==> src/rtl/core/b64sd_pkg.sv <==
package b64sd_pkg;

  localparam logic [7:0] PAD_CHAR = 8'h3d;
  localparam int unsigned GROUP_W = 24;

  typedef struct packed {
    logic       valid;
    logic [5:0] value;
  } sextet_t;

  typedef struct packed {
    logic [GROUP_W-1:0] bits;
    logic [1:0]         nbytes;
  } burst_t;

  function automatic sextet_t sextet_of(input logic [7:0] c);
    sextet_t s;
    s.valid = 1'b1;
    s.value = 6'd0;
    if (c >= 8'h41 && c <= 8'h5a) begin
      s.value = 6'(c - 8'h41);
    end else if (c >= 8'h61 && c <= 8'h7a) begin
      s.value = 6'(c - 8'h61 + 8'd26);
    end else if (c >= 8'h30 && c <= 8'h39) begin
      s.value = 6'(c - 8'h30 + 8'd52);
    end else if (c == 8'h2b) begin
      s.value = 6'd62;
    end else if (c == 8'h2f) begin
      s.value = 6'd63;
    end else begin
      s.valid = 1'b0;
    end
    return s;
  endfunction

endpackage

==> src/rtl/core/base64_stream_decoder_unit.sv <==
// base64 stream decoder, standard alphabet with '=' padding
// input channel: one character per request in in_tdata, in_tlast marks the
// final character of the stream; a partial group is flushed after it
// output channel: one decoded byte per request in out_tdata, out_tlast set
// on the last byte produced by one input character
// characters outside the alphabet and other than '=' are dropped
// the group state updates in the accepting cycle; a finished group is
// registered in the queue; its first byte goes out on out_tdata at the head
// throughput: one character per cycle; each finished group goes into a
// two-entry queue of up to three bytes that drains one byte per cycle while
// out_tready is high, so input stalls only when both entries are occupied
// reset clears the group state and empties the queue
// when the receiver stalls the current byte holds and the queue fills, then
// in_tready drops until an entry drains
module base64_stream_decoder_unit (
  input  logic       clk,
  input  logic       rst_n,
  input  logic       in_tvalid,
  output logic       in_tready,
  input  logic [7:0] in_tdata,   // char_in
  input  logic       in_tlast,   // end_of_input
  output logic       out_tvalid,
  input  logic       out_tready,
  output logic [7:0] out_tdata,  // byte_out
  output logic       out_tlast   // last_of_run
);
  import b64sd_pkg::*;

  logic [GROUP_W-1:0] bits_r, bits_nxt;
  logic [1:0]         pos_r, pos_nxt;
  logic [2:0]         dcnt_r, dcnt_nxt;
  logic               pad_r, pad_nxt;

  burst_t             queue_r [2];
  logic               wr_ptr_r, rd_ptr_r;
  logic [1:0]         cnt_r, cnt_nxt;
  logic [1:0]         idx_r, idx_nxt;

  sextet_t            sx;
  logic               is_pad, in_fire, out_fire, push, pop, emit;
  logic [GROUP_W-1:0] gbits;
  logic [1:0]         gpos;
  logic [2:0]         gd;
  logic               gpad;
  logic [1:0]         nbytes;
  burst_t             head;

  assign in_fire  = in_tvalid && in_tready;
  assign out_fire = out_tvalid && out_tready;
  assign sx       = sextet_of(in_tdata);
  assign is_pad   = (in_tdata == PAD_CHAR);

  always_comb begin
    gbits = bits_r;
    gd    = dcnt_r;
    gpad  = pad_r;
    gpos  = pos_r;
    emit  = 1'b0;
    if (sx.valid || is_pad) begin
      if (is_pad) begin
        gpad = 1'b1;
      end else if (!pad_r) begin
        case (pos_r)
          2'd0: gbits[23:18] = sx.value;
          2'd1: gbits[17:12] = sx.value;
          2'd2: gbits[11:6]  = sx.value;
          default: gbits[5:0] = sx.value;
        endcase
        gd = dcnt_r + 3'd1;
      end
      if (pos_r == 2'd3) begin
        emit = 1'b1;
      end else begin
        gpos = pos_r + 2'd1;
      end
    end
    if (in_tlast && (gpos != 2'd0 || gpad || gd != 3'd0)) begin
      emit = 1'b1;
    end
    if (gd >= 3'd4) begin
      nbytes = 2'd3;
    end else if (gd >= 3'd1) begin
      nbytes = 2'(gd - 3'd1);
    end else begin
      nbytes = 2'd0;
    end
    bits_nxt = gbits;
    pos_nxt  = gpos;
    dcnt_nxt = gd;
    pad_nxt  = gpad;
    if (emit) begin
      bits_nxt = '0;
      pos_nxt  = 2'd0;
      dcnt_nxt = 3'd0;
      pad_nxt  = 1'b0;
    end
  end

  assign push      = in_fire && emit && (nbytes != 2'd0);
  assign in_tready = (cnt_r != 2'd2);

  assign head       = queue_r[rd_ptr_r];
  assign out_tvalid = (cnt_r != 2'd0);
  assign out_tlast  = (idx_r == head.nbytes - 2'd1);
  assign pop        = out_fire && out_tlast;

  always_comb begin
    case (idx_r)
      2'd0:    out_tdata = head.bits[23:16];
      2'd1:    out_tdata = head.bits[15:8];
      default: out_tdata = head.bits[7:0];
    endcase
  end

  always_comb begin
    cnt_nxt = cnt_r;
    if (push && !pop) begin
      cnt_nxt = cnt_r + 2'd1;
    end else if (pop && !push) begin
      cnt_nxt = cnt_r - 2'd1;
    end
    idx_nxt = idx_r;
    if (pop) begin
      idx_nxt = 2'd0;
    end else if (out_fire) begin
      idx_nxt = idx_r + 2'd1;
    end
  end

  always_ff @(posedge clk) begin
    if (!rst_n) begin
      bits_r   <= '0;
      pos_r    <= 2'd0;
      dcnt_r   <= 3'd0;
      pad_r    <= 1'b0;
      wr_ptr_r <= 1'b0;
      rd_ptr_r <= 1'b0;
      cnt_r    <= 2'd0;
      idx_r    <= 2'd0;
    end else begin
      if (in_fire) begin
        bits_r <= bits_nxt;
        pos_r  <= pos_nxt;
        dcnt_r <= dcnt_nxt;
        pad_r  <= pad_nxt;
      end
      if (push) begin
        wr_ptr_r <= !wr_ptr_r;
      end
      if (pop) begin
        rd_ptr_r <= !rd_ptr_r;
      end
      cnt_r <= cnt_nxt;
      idx_r <= idx_nxt;
    end
  end

  always_ff @(posedge clk) begin
    if (push) begin
      queue_r[wr_ptr_r] <= '{bits: gbits, nbytes: nbytes};
    end
  end

  // queue occupancy stays within its two entries
  a_cnt_bound: assert property (@(posedge clk) disable iff (!rst_n)
    cnt_r != 2'd3)
    else $error("queue count out of range");

  // a shown byte always lies inside the head burst
  a_idx_in_burst: assert property (@(posedge clk) disable iff (!rst_n)
    out_tvalid |-> (head.nbytes != 2'd0 && idx_r < head.nbytes))
    else $error("byte index outside burst");

  // pointers and count agree
  a_ptr_count: assert property (@(posedge clk) disable iff (!rst_n)
    (cnt_r == 2'd1) == (wr_ptr_r != rd_ptr_r))
    else $error("queue pointers inconsistent with count");

  // data characters never exceed one group
  a_dcnt_bound: assert property (@(posedge clk) disable iff (!rst_n)
    dcnt_r <= {1'b0, pos_r})
    else $error("data count exceeds group position");

endmodule
==> config.mk <==
export PLATFORM = sky130hd
export DESIGN_NAME = base64_stream_decoder_unit
export DESIGN_NICKNAME = d
export VERILOG_FILES = /design/src/rtl/core/b64sd_pkg.sv /design/src/rtl/core/base64_stream_decoder_unit.sv
export SDC_FILE = /design/constraint.sdc
export NUM_CORES = 1
export LEC_CHECK = 0
export BUFFER_PORTS_ARGS = -buffer_cell sky130_fd_sc_hd__buf_4
export CORE_MARGIN = 2
export CORE_UTILIZATION = 49
export DETAILED_ROUTE_END_ITERATION = 6
export HOLD_SLACK_MARGIN = 0.15
export PLACE_DENSITY = 0.63
export SETUP_SLACK_MARGIN = 0.02
export SLEW_MARGIN = 5
export SYNTH_ARGS = -nofsm -noshare
export SYNTH_HDL_FRONTEND = slang
export SYNTH_SLANG_ARGS = --single-unit
export TNS_END_PERCENT = 5
==> constraint.sdc <==
create_clock -name clk -period 6.4 [get_ports clk]
set_input_delay 0.96 -clock clk [delete_from_list [all_inputs] [get_ports clk]]
set_output_delay 0.96 -clock clk [all_outputs]
set_load 0.01 [all_outputs]
Word-level counts from Yosys, hierarchy flattened --
Memories as Yosys holds them, arrays and structs flattened. A register that Yosys moved wholly into a read port is not among the register bits. Index checks and enable logic that the tools add are counted.
Storage, ports and cells: flip-flop bits (word level) 36, bits in writable memories 52, input port bits 13, memories 1
Cells by class: $add $sub $neg 12, order comparisons 8, equal/unequal tests 9, muxes and demuxes 40, bitwise logic cells 1, reductions and logical operators 27
Memories:
- queue_r | depth 2, bits a word 26, rd ports 1, clocked after memory_dff 1, wr ports 1, RTL line base64_stream_decoder_unit.sv:34 | burst_t queue_r [2];
Operators by type and width (number):
- $mux W24 | 4
- $mux W6 | 9
- $eq A8 B6 Y1 const B | 3
- $ge A8 B7 Y1 const B | 2
- $le A8 B7 Y1 const B | 2
- $pmux W8 S2 | 1
- $mux W1 | 15
- $mux W2 | 7
- $mux W3 | 4
- $sub A6 B6 Y6 const B | 2
- $logic_and A1 B1 Y1 | 11
- $ge A8 B6 Y1 const B | 1
- $le A8 B6 Y1 const B | 1
- $reduce_bool A2 Y1 | 4
- $add A2 B1 Y2 const B | 3
- $add A6 B5 Y6 const B | 1
- $add A6 B6 Y6 const B | 1
- $sub A2 B1 Y2 const B | 3
- $sub A6 B1 Y6 const B | 1
- $eq A2 B1 Y1 const B | 2
- $eq A2 B2 Y1 const B | 2
- $logic_not A1 Y1 | 4
- $logic_not A2 Y1 | 2
- $add A3 B1 Y3 const B | 1
- other kinds (9) | 11

Logic depth before layout (Yosys ltp) --
Gate-level depths: netlist (run 1).
depth after elaboration 19, mapped depth 18, mapped depth without buffers 17

Worst setup path before layout (run 1) --
No wires, ideal clock.
path type in2reg, start point input in_tdata[2], end point memory queue_r[0][0] (netlist bit) (enable), setup time 0.381 ns, data arrival time 4.537 ns, required time 6.019 ns, setup slack 1.483 ns, stages on the path 15, cell sequence clkbuf_1 inv_1 ha_1 and3b_1 a31oi_4 a21oi_1 o21ai_0 xnor2_1 inv_1 ha_1 or2_2 a221oi_1 nor4_2 or3_1 inv_1
Between the ends: cells in the longest elaborated chain, start to end 17
RTL lines:
- from (decl) | RTL line base64_stream_decoder_unit.sv:20 | input logic [7:0] in_tdata,
- parallel branches: the longest is 14 deep, another holds $ge A8 B6 Y1
- $logic_and A1 B1 Y1 (*) | RTL line base64_stream_decoder_unit.sv:99 | assign push = in_fire && emit && (nbytes != 2'd0);
- $mux W1 (*) | RTL line base64_stream_decoder_unit.sv:159 | if (push) begin
- $mux W1 (implied by the code) (*) | RTL line base64_stream_decoder_unit.sv:160 | queue_r[wr_ptr_r] <= '{bits: gbits, nbytes: nbytes};
- to (decl) | RTL line base64_stream_decoder_unit.sv:34
Every way passes the cells marked *.

Worst setup path after layout (run 1) --
start point input in_tdata[2], end point memory queue_r[0][16] (netlist bit) (enable)
The elaborated chain is that of the path after synthesis.

==> metrics.txt, run 1 <==
status=complete, no violations; Post-synth EDFFs=52; number of antenna violations at the first check in global routing=0; CP required=approximately 6400 ps; I/O pin cnt=24; root buffer cell=clkbuf_8; skew final=between 10 and 15 ps; DR pass1 iterations=5; vias in the first global route=2985; depth of the worst register-to-register path=11; floorplan core area=8760 µm²; Hold Crit Depth=1; min-delay src=bits_r[1]; syn avg cell area=approximately 11 µm²; Synth area leader=edfxtp_1; crit path launch type=input port; routed wire length per instance=18.0 µm; FFs w/ async S/R, synth=0; Vias per Instance=6.01; grt total ovfl=0; antenna cells=0; nets@finish=442; largest net degree at the start of global routing=27; worst setup path class=in -> reg; Synthesized Nets=426; via count=3181; clk slew on worst S/H paths=roughly 90 ps; area grow syn2layout=9.55%; Hold Path End=bits_r[1]; Reg-to-Reg End=queue_r[0][16]; Total GRT Usage=0.203; Clk Latency, worst-skew pair=between 300 and 400 ps; pwr/cell area=230 nW/µm²; Fin. Hold Viols=0; ys flop type=edfxtp_1; antenna viol nets, final=0; setup ws final=between 1500 and 2000 ps; Die X=approximately 99 µm; HP Class=reg -> reg; share of post-route cells with drive strength above 1=0.171; r2r startpoint=pad_r; Mapped Area=~4500 µm²; CTS max path bufs=2; reg2reg setup slack=2880 ps; post-CTS setup repair buffer count=0; Unique masters post-synth=63; Slew HR=0.257; Finished Core Util=0.559; slew at the pin with the worst max-slew slack=1110 ps; Setup crit end kind=flip-flop; Place WS=1280 ps; crit path time final=4880 ps; # resized after CTS=0; die footprint=~9900 µm²; TNS Setup=0 ps; total wire length=9510 µm; cts bufs inserted=9; Synth Instances=400; Sink Count=89; Starting DRT DRC Count=277; row count=34; Slew Viols, Final=0; Fillers=751; share of the synthesized area in the top cell type=0.349; unrepaired setup endpoints after global routing=false; MaxCap Viol Count=0; endpoints failing setup=0; H-tree depth=3; WP data arrival=4890 ps; first-pass GRT wire length=15600 µm; dpl hpwl=between 6000 and 7000 µm; gpl congestion=about 0.97; number of port buffers=23; Synth Register Bits=89; maximum vdd drop=0.0000989 V; Initial Util=0.510; largest cells by area after synthesis=edfxtp_1 35%, dfxtp_1 17%, a22o_1 5.3%; Hold-fix buffers, CTS=0; Ys Warns=0; Peak Freq=a little over 200 MHz; drt drc=0; die height=99.5 µm; Final period util=0.763; TritonCTS clock tree=yes; register area share after synthesis=0.515; Leakage Power=between 1.5 and 2 nW; Max FO, Critical Path=26
flip-flops by register name (all words and copies together), names as in the netlist, named ones only:
| name | count |
|---|---|
| queue_r | 52 |
| bits_r | 24 |
| pos_r | 2 |
| cnt_r | 2 |
| dcnt_r | 3 |
| wr_ptr_r | 1 |
| rd_ptr_r | 1 |
| pad_r | 1 |
| idx_r | 2 |
cell families after synthesis:
group           Yosys count  share of synthesized area
fa+ha+maj                13                     0.0364
flops                    89                      0.515
mux                      19                     0.0476
buf+inv                  44                     0.0456
simple gates            100                      0.110
compound gates          127                      0.229
xor+xnor                  8                     0.0157
metal layers:
layer  global-route usage  routed length [µm]  share of wire
met1                0.299                4630           0.49
met4               0.0790                  97          0.010
met2                0.309                4350           0.46
met3               0.0232                 434          0.046
met5                    0                   0              0
worst max-delay path by stage:
stage                           start  cells after the start  slack [ps]             end
final                     in_tdata[2]                     16        1520  queue_r[0][16]
after global routing      in_tdata[2]                     16        1300  queue_r[0][16]
after CTS                 in_tdata[2]                     16        1650  queue_r[0][16]
after detailed placement  in_tdata[2]                     16        1280   queue_r[0][3]
after global placement    in_tdata[2]                     16        1470   queue_r[0][3]
after floorplan           in_tdata[2]                     15        1480   queue_r[0][0]
cell usage after synthesis, types with 3 or more instances:
cell	n
and2_1	3
xnor2_1	5
nand2b_1	5
a2111oi_4	3
a22o_1	27
a21oi_1	18
a31oi_1	16
xor2_1	3
mux2_2	10
nor2_1	28
ha_1	13
o21ai_1	3
a22oi_1	10
dfxtp_1	37
mux2i_1	7
edfxtp_1	52
inv_1	22
nor2b_1	3
a211oi_1	13
buf_2	4
buf_6	4
nand3_1	10
clkbuf_1	12
o21ai_0	10
nor3_1	6
and3_1	5
nand2_1	27
metrics by stage:
stage | cell area, µm² | total power, W | cells | hold WS (ps)
after floorplan | 4470 | 0.000709 | 400 | 438
after global placement | 4690 | 0.000745 | 513 | 452
after detailed placement | 4690 | 0.000747 | 513 | 457
after CTS | 4890 | 0.00114 | 529 | 479
after global routing | 4890 | 0.00117 | 529 | 496
final | 4890 | 0.00113 | 529 | 478
worst max-delay path, cell delays in order:
cell and delay [ps]:
buf_4 160, inv_1 80, ha_1 290, a21oi_1 120, nor2_1 480, a21oi_1 190, o21ai_0 520, xnor2_1 210
inv_1 80, ha_1 320, or2_2 300, a221oi_1 340, nor4_2 100, or3_1 350, inv_1 60, buf_4 310
final cells by class:
class,instances,area [µm²],area share
Multi-Input combinational cell,267,1970,0.402
Tap cell,108,135,0.0276
Sequential cell,89,2300,0.470
Inverter,22,82.6,0.0169
Clock buffer,11,141,0.0289
Timing Repair Buffer,27,203,0.0414
Clock inverter,5,62.6,0.0128
layout by cell type, fill, tap and decap left out, drive strengths merged, types with 2 or more instances in the layout:
cell type	count
nand3	10
o22ai	2
o21ai	14
mux2	12
or3	2
o21a	2
nor3	6
nor4	2
clkinvlp	2
a31oi	17
a221oi	2
a22oi	10
nor2b	3
inv	24
a2111oi	5
nand4	2
nand2	27
and2	3
dfxtp	37
buf	27
a211oi	15
nand2b	5
or2	2
mux2i	7
and3	5
a22o	27
nor2	29
clkbuf	11
ha	13
edfxtp	52
xor2	3
xnor2	5
a21boi	2
a21oi	18
power by group:
part	switching [W]	internal [W]
clock network	0.000198	0.000194
logic	0.0000750	0.0000467
registers	0.00000476	0.000609
total	0.000278	0.000850
Power figures use the tool's default switching activity.
==> run 2, diff against run 1 <==
Clock period 6.4 ns to 4.5 ns, I/O delays scaled along.
==> run 2 against run 1 <==
Compared with the run above:
- sequential share of layout area decreased by 0.83 points
- clock-buffer cell count did not move
- via count about the same
- clock power increased by 37%
- utilization rose by 1.0 points
- combinational power grew 46%
- non-clock buffer count grew 9
- wire length decreased by 0.85%
- final cell count rose by 1.7%
- sequential power increased by 42%
==> metrics.txt, run 2 (same netlist as run 1, synthesis figures left out) <==
via count=3179 (-0.063%); first-pass GRT wire length=15400 µm (-1.1%); HP Class=reg -> reg; root buffer cell=clkbuf_8; drt drc=0 (unchanged); Vias per Instance=5.91 (-1.7%); number of antenna violations at the first check in global routing=0 (unchanged); pwr/cell area=319 nW/µm² (+38%); MaxCap Viol Count=0 (unchanged); total wire length=9430 µm (-0.85%); slowest cell on the critical path=or3_1; routed wire length per instance=17.5 µm (-2.5%); TritonCTS clock tree=yes; CP required=4790 ps (-1620 ps); antenna cells=0 (unchanged); crit path launch type=input port; vias in the first global route=3003 (+0.60%); clk slew on worst S/H paths=90 ps (about the same); status=complete, no violations; H-tree depth=3 (unchanged); Hold-fix buffers, CTS=0 (unchanged); row count=34 (unchanged); nets@finish=451 (+2.0%); Peak Freq=~250 MHz; # resized after CTS=0 (unchanged); Total GRT Usage=0.201 (-0.00243); Leakage Power=1.78 nW (+2.2%); Die X=99.5 µm (unchanged); TNS Setup=0 ps (unchanged); Max FO, Critical Path=8 (-69%); post-CTS setup repair buffer count=0 (unchanged); cts bufs inserted=9 (unchanged); WP data arrival=4290 ps (-600 ps); Hold Crit Depth=1 (unchanged); DR pass1 iterations=4 (-1); largest reg by FF count=queue_r; commonest non-fill, non-tap cell in the layout=edfxtp_1; Slew HR=0.501 (+0.245); worst setup path class=in -> reg; Starting DRT DRC Count=190 (-31%); share of post-route cells with drive strength above 1=0.191 (+0.0197); antenna viol nets, final=0 (unchanged); number of port buffers=23 (unchanged); gpl congestion=0.869 (-10%); Clk Latency, worst-skew pair=360 ps (+20 ps); Sink Count=89 (unchanged); Setup crit end kind=flip-flop; worst path cell trace=buf_4 > inv_1 > ha_1 > nand2_1 > o311ai_4 > a21oi_1 > o21ai_0 > xnor2_1 > inv_1 > ha_1 > or2_2 > a221oi_1 > nor4_2 > nor2_1 > ha_1 > or3_1 > a21oi_1; Finished Core Util=0.569 (+0.00999); skew final=16.2 ps (+6.08 ps); die footprint=9900 µm² (unchanged); die height=99.5 µm (unchanged); Top delay family on crit path=compound AO/OA/AOI/OAI gates; Buf/Inv on CP=3 (-2); max reg flops=52 (unchanged); crit path time final=4000 ps; CP Depth=17 (+1); I/O pin cnt=24 (unchanged); floorplan core area=8760 µm² (unchanged); grt total ovfl=0 (unchanged); biggest regs=queue_r (52), bits_r (24), dcnt_r (3); Final period util=0.889; endpoints failing setup=0 (unchanged); slowest stage delay, CP=380 ps (-140 ps); unrepaired setup endpoints after global routing=false; slew at the pin with the worst max-slew slack=748 ps (-363 ps); Fin. Hold Viols=0 (unchanged); largest net degree at the start of global routing=27 (unchanged); setup ws final=501 ps (-1020 ps); depth of the worst register-to-register path=11 (unchanged); CP dominant cell by count=ha_1; Slew Viols, Final=0 (unchanged); WHS=476 ps (-2.04 ps); area grow syn2layout=11.5%; Initial Util=0.510 (unchanged); commonest cells after routing, fill and taps aside=52 x edfxtp_1, 37 x dfxtp_1, 34 x buf_4; maximum vdd drop=0.000188 V (+90%); Place WS=177 ps (-1100 ps); dpl hpwl=6730 µm (+0.40%); CTS max path bufs=2 (unchanged)
## run 2: metal layers
metal,up-vias,global-route usage,part of all wire
met4,0,0.0759,0.020
met3,12,0.0365,0.038
met1,1534,0.288,0.48
li1,1566,-,-
met5,-,0,0
met2,67,0.304,0.46
## run 2: final cells by class
cell class | count | area [µm²]
Clock buffer | 11 | 153
Timing Repair Buffer | 36 | 295
Multi-Input combinational cell | 267 | 1970
Clock inverter | 5 | 42.5
Tap cell | 108 | 135
Fill cell | 757 | 3780
Inverter | 22 | 86.3
Sequential cell | 89 | 2300
## run 2: where the power goes
| group | leakage [nW] | switching [W] | internal [W] |
|---|---|---|---|
| registers | 0.769 | 0.00000670 | 0.000866 |
| clock network | 0.0965 | 0.000294 | 0.000243 |
| logic | 0.915 | 0.000107 | 0.0000715 |
## run 2: worst paths after layout
kind,startpoint,to,slack [ps]
worst max-delay path,in_tdata[1],cnt_r[1],500
worst min-delay path,bits_r[12],bits_r[12],480
worst max register to register,pad_r,cnt_r[1],1350
worst min register to register,bits_r[12],bits_r[12],480
## run 2: stage by stage
step / cell area [µm²] / instances / total power [W]
2_1_floorplan: 4470 / 400 / 0.00101
3_3_place_gp: 4790 / 522 / 0.00107
3_5_place_dp: 4790 / 522 / 0.00107
4_1_cts: 4980 / 538 / 0.00160
5_1_grt: 4980 / 538 / 0.00165
6_report: 4980 / 538 / 0.00159
## run 2: worst reg2reg max path, cell delays in order (launching register included)
cell	delay, ps
dfxtp_1	330
a31o_2	330
a21oi_1	230
mux2i_1	280
ha_1	280
or2_2	280
a221oi_1	310
nor4_2	100
nor2_1	150
ha_1	280
or3_1	380
a21oi_1	140
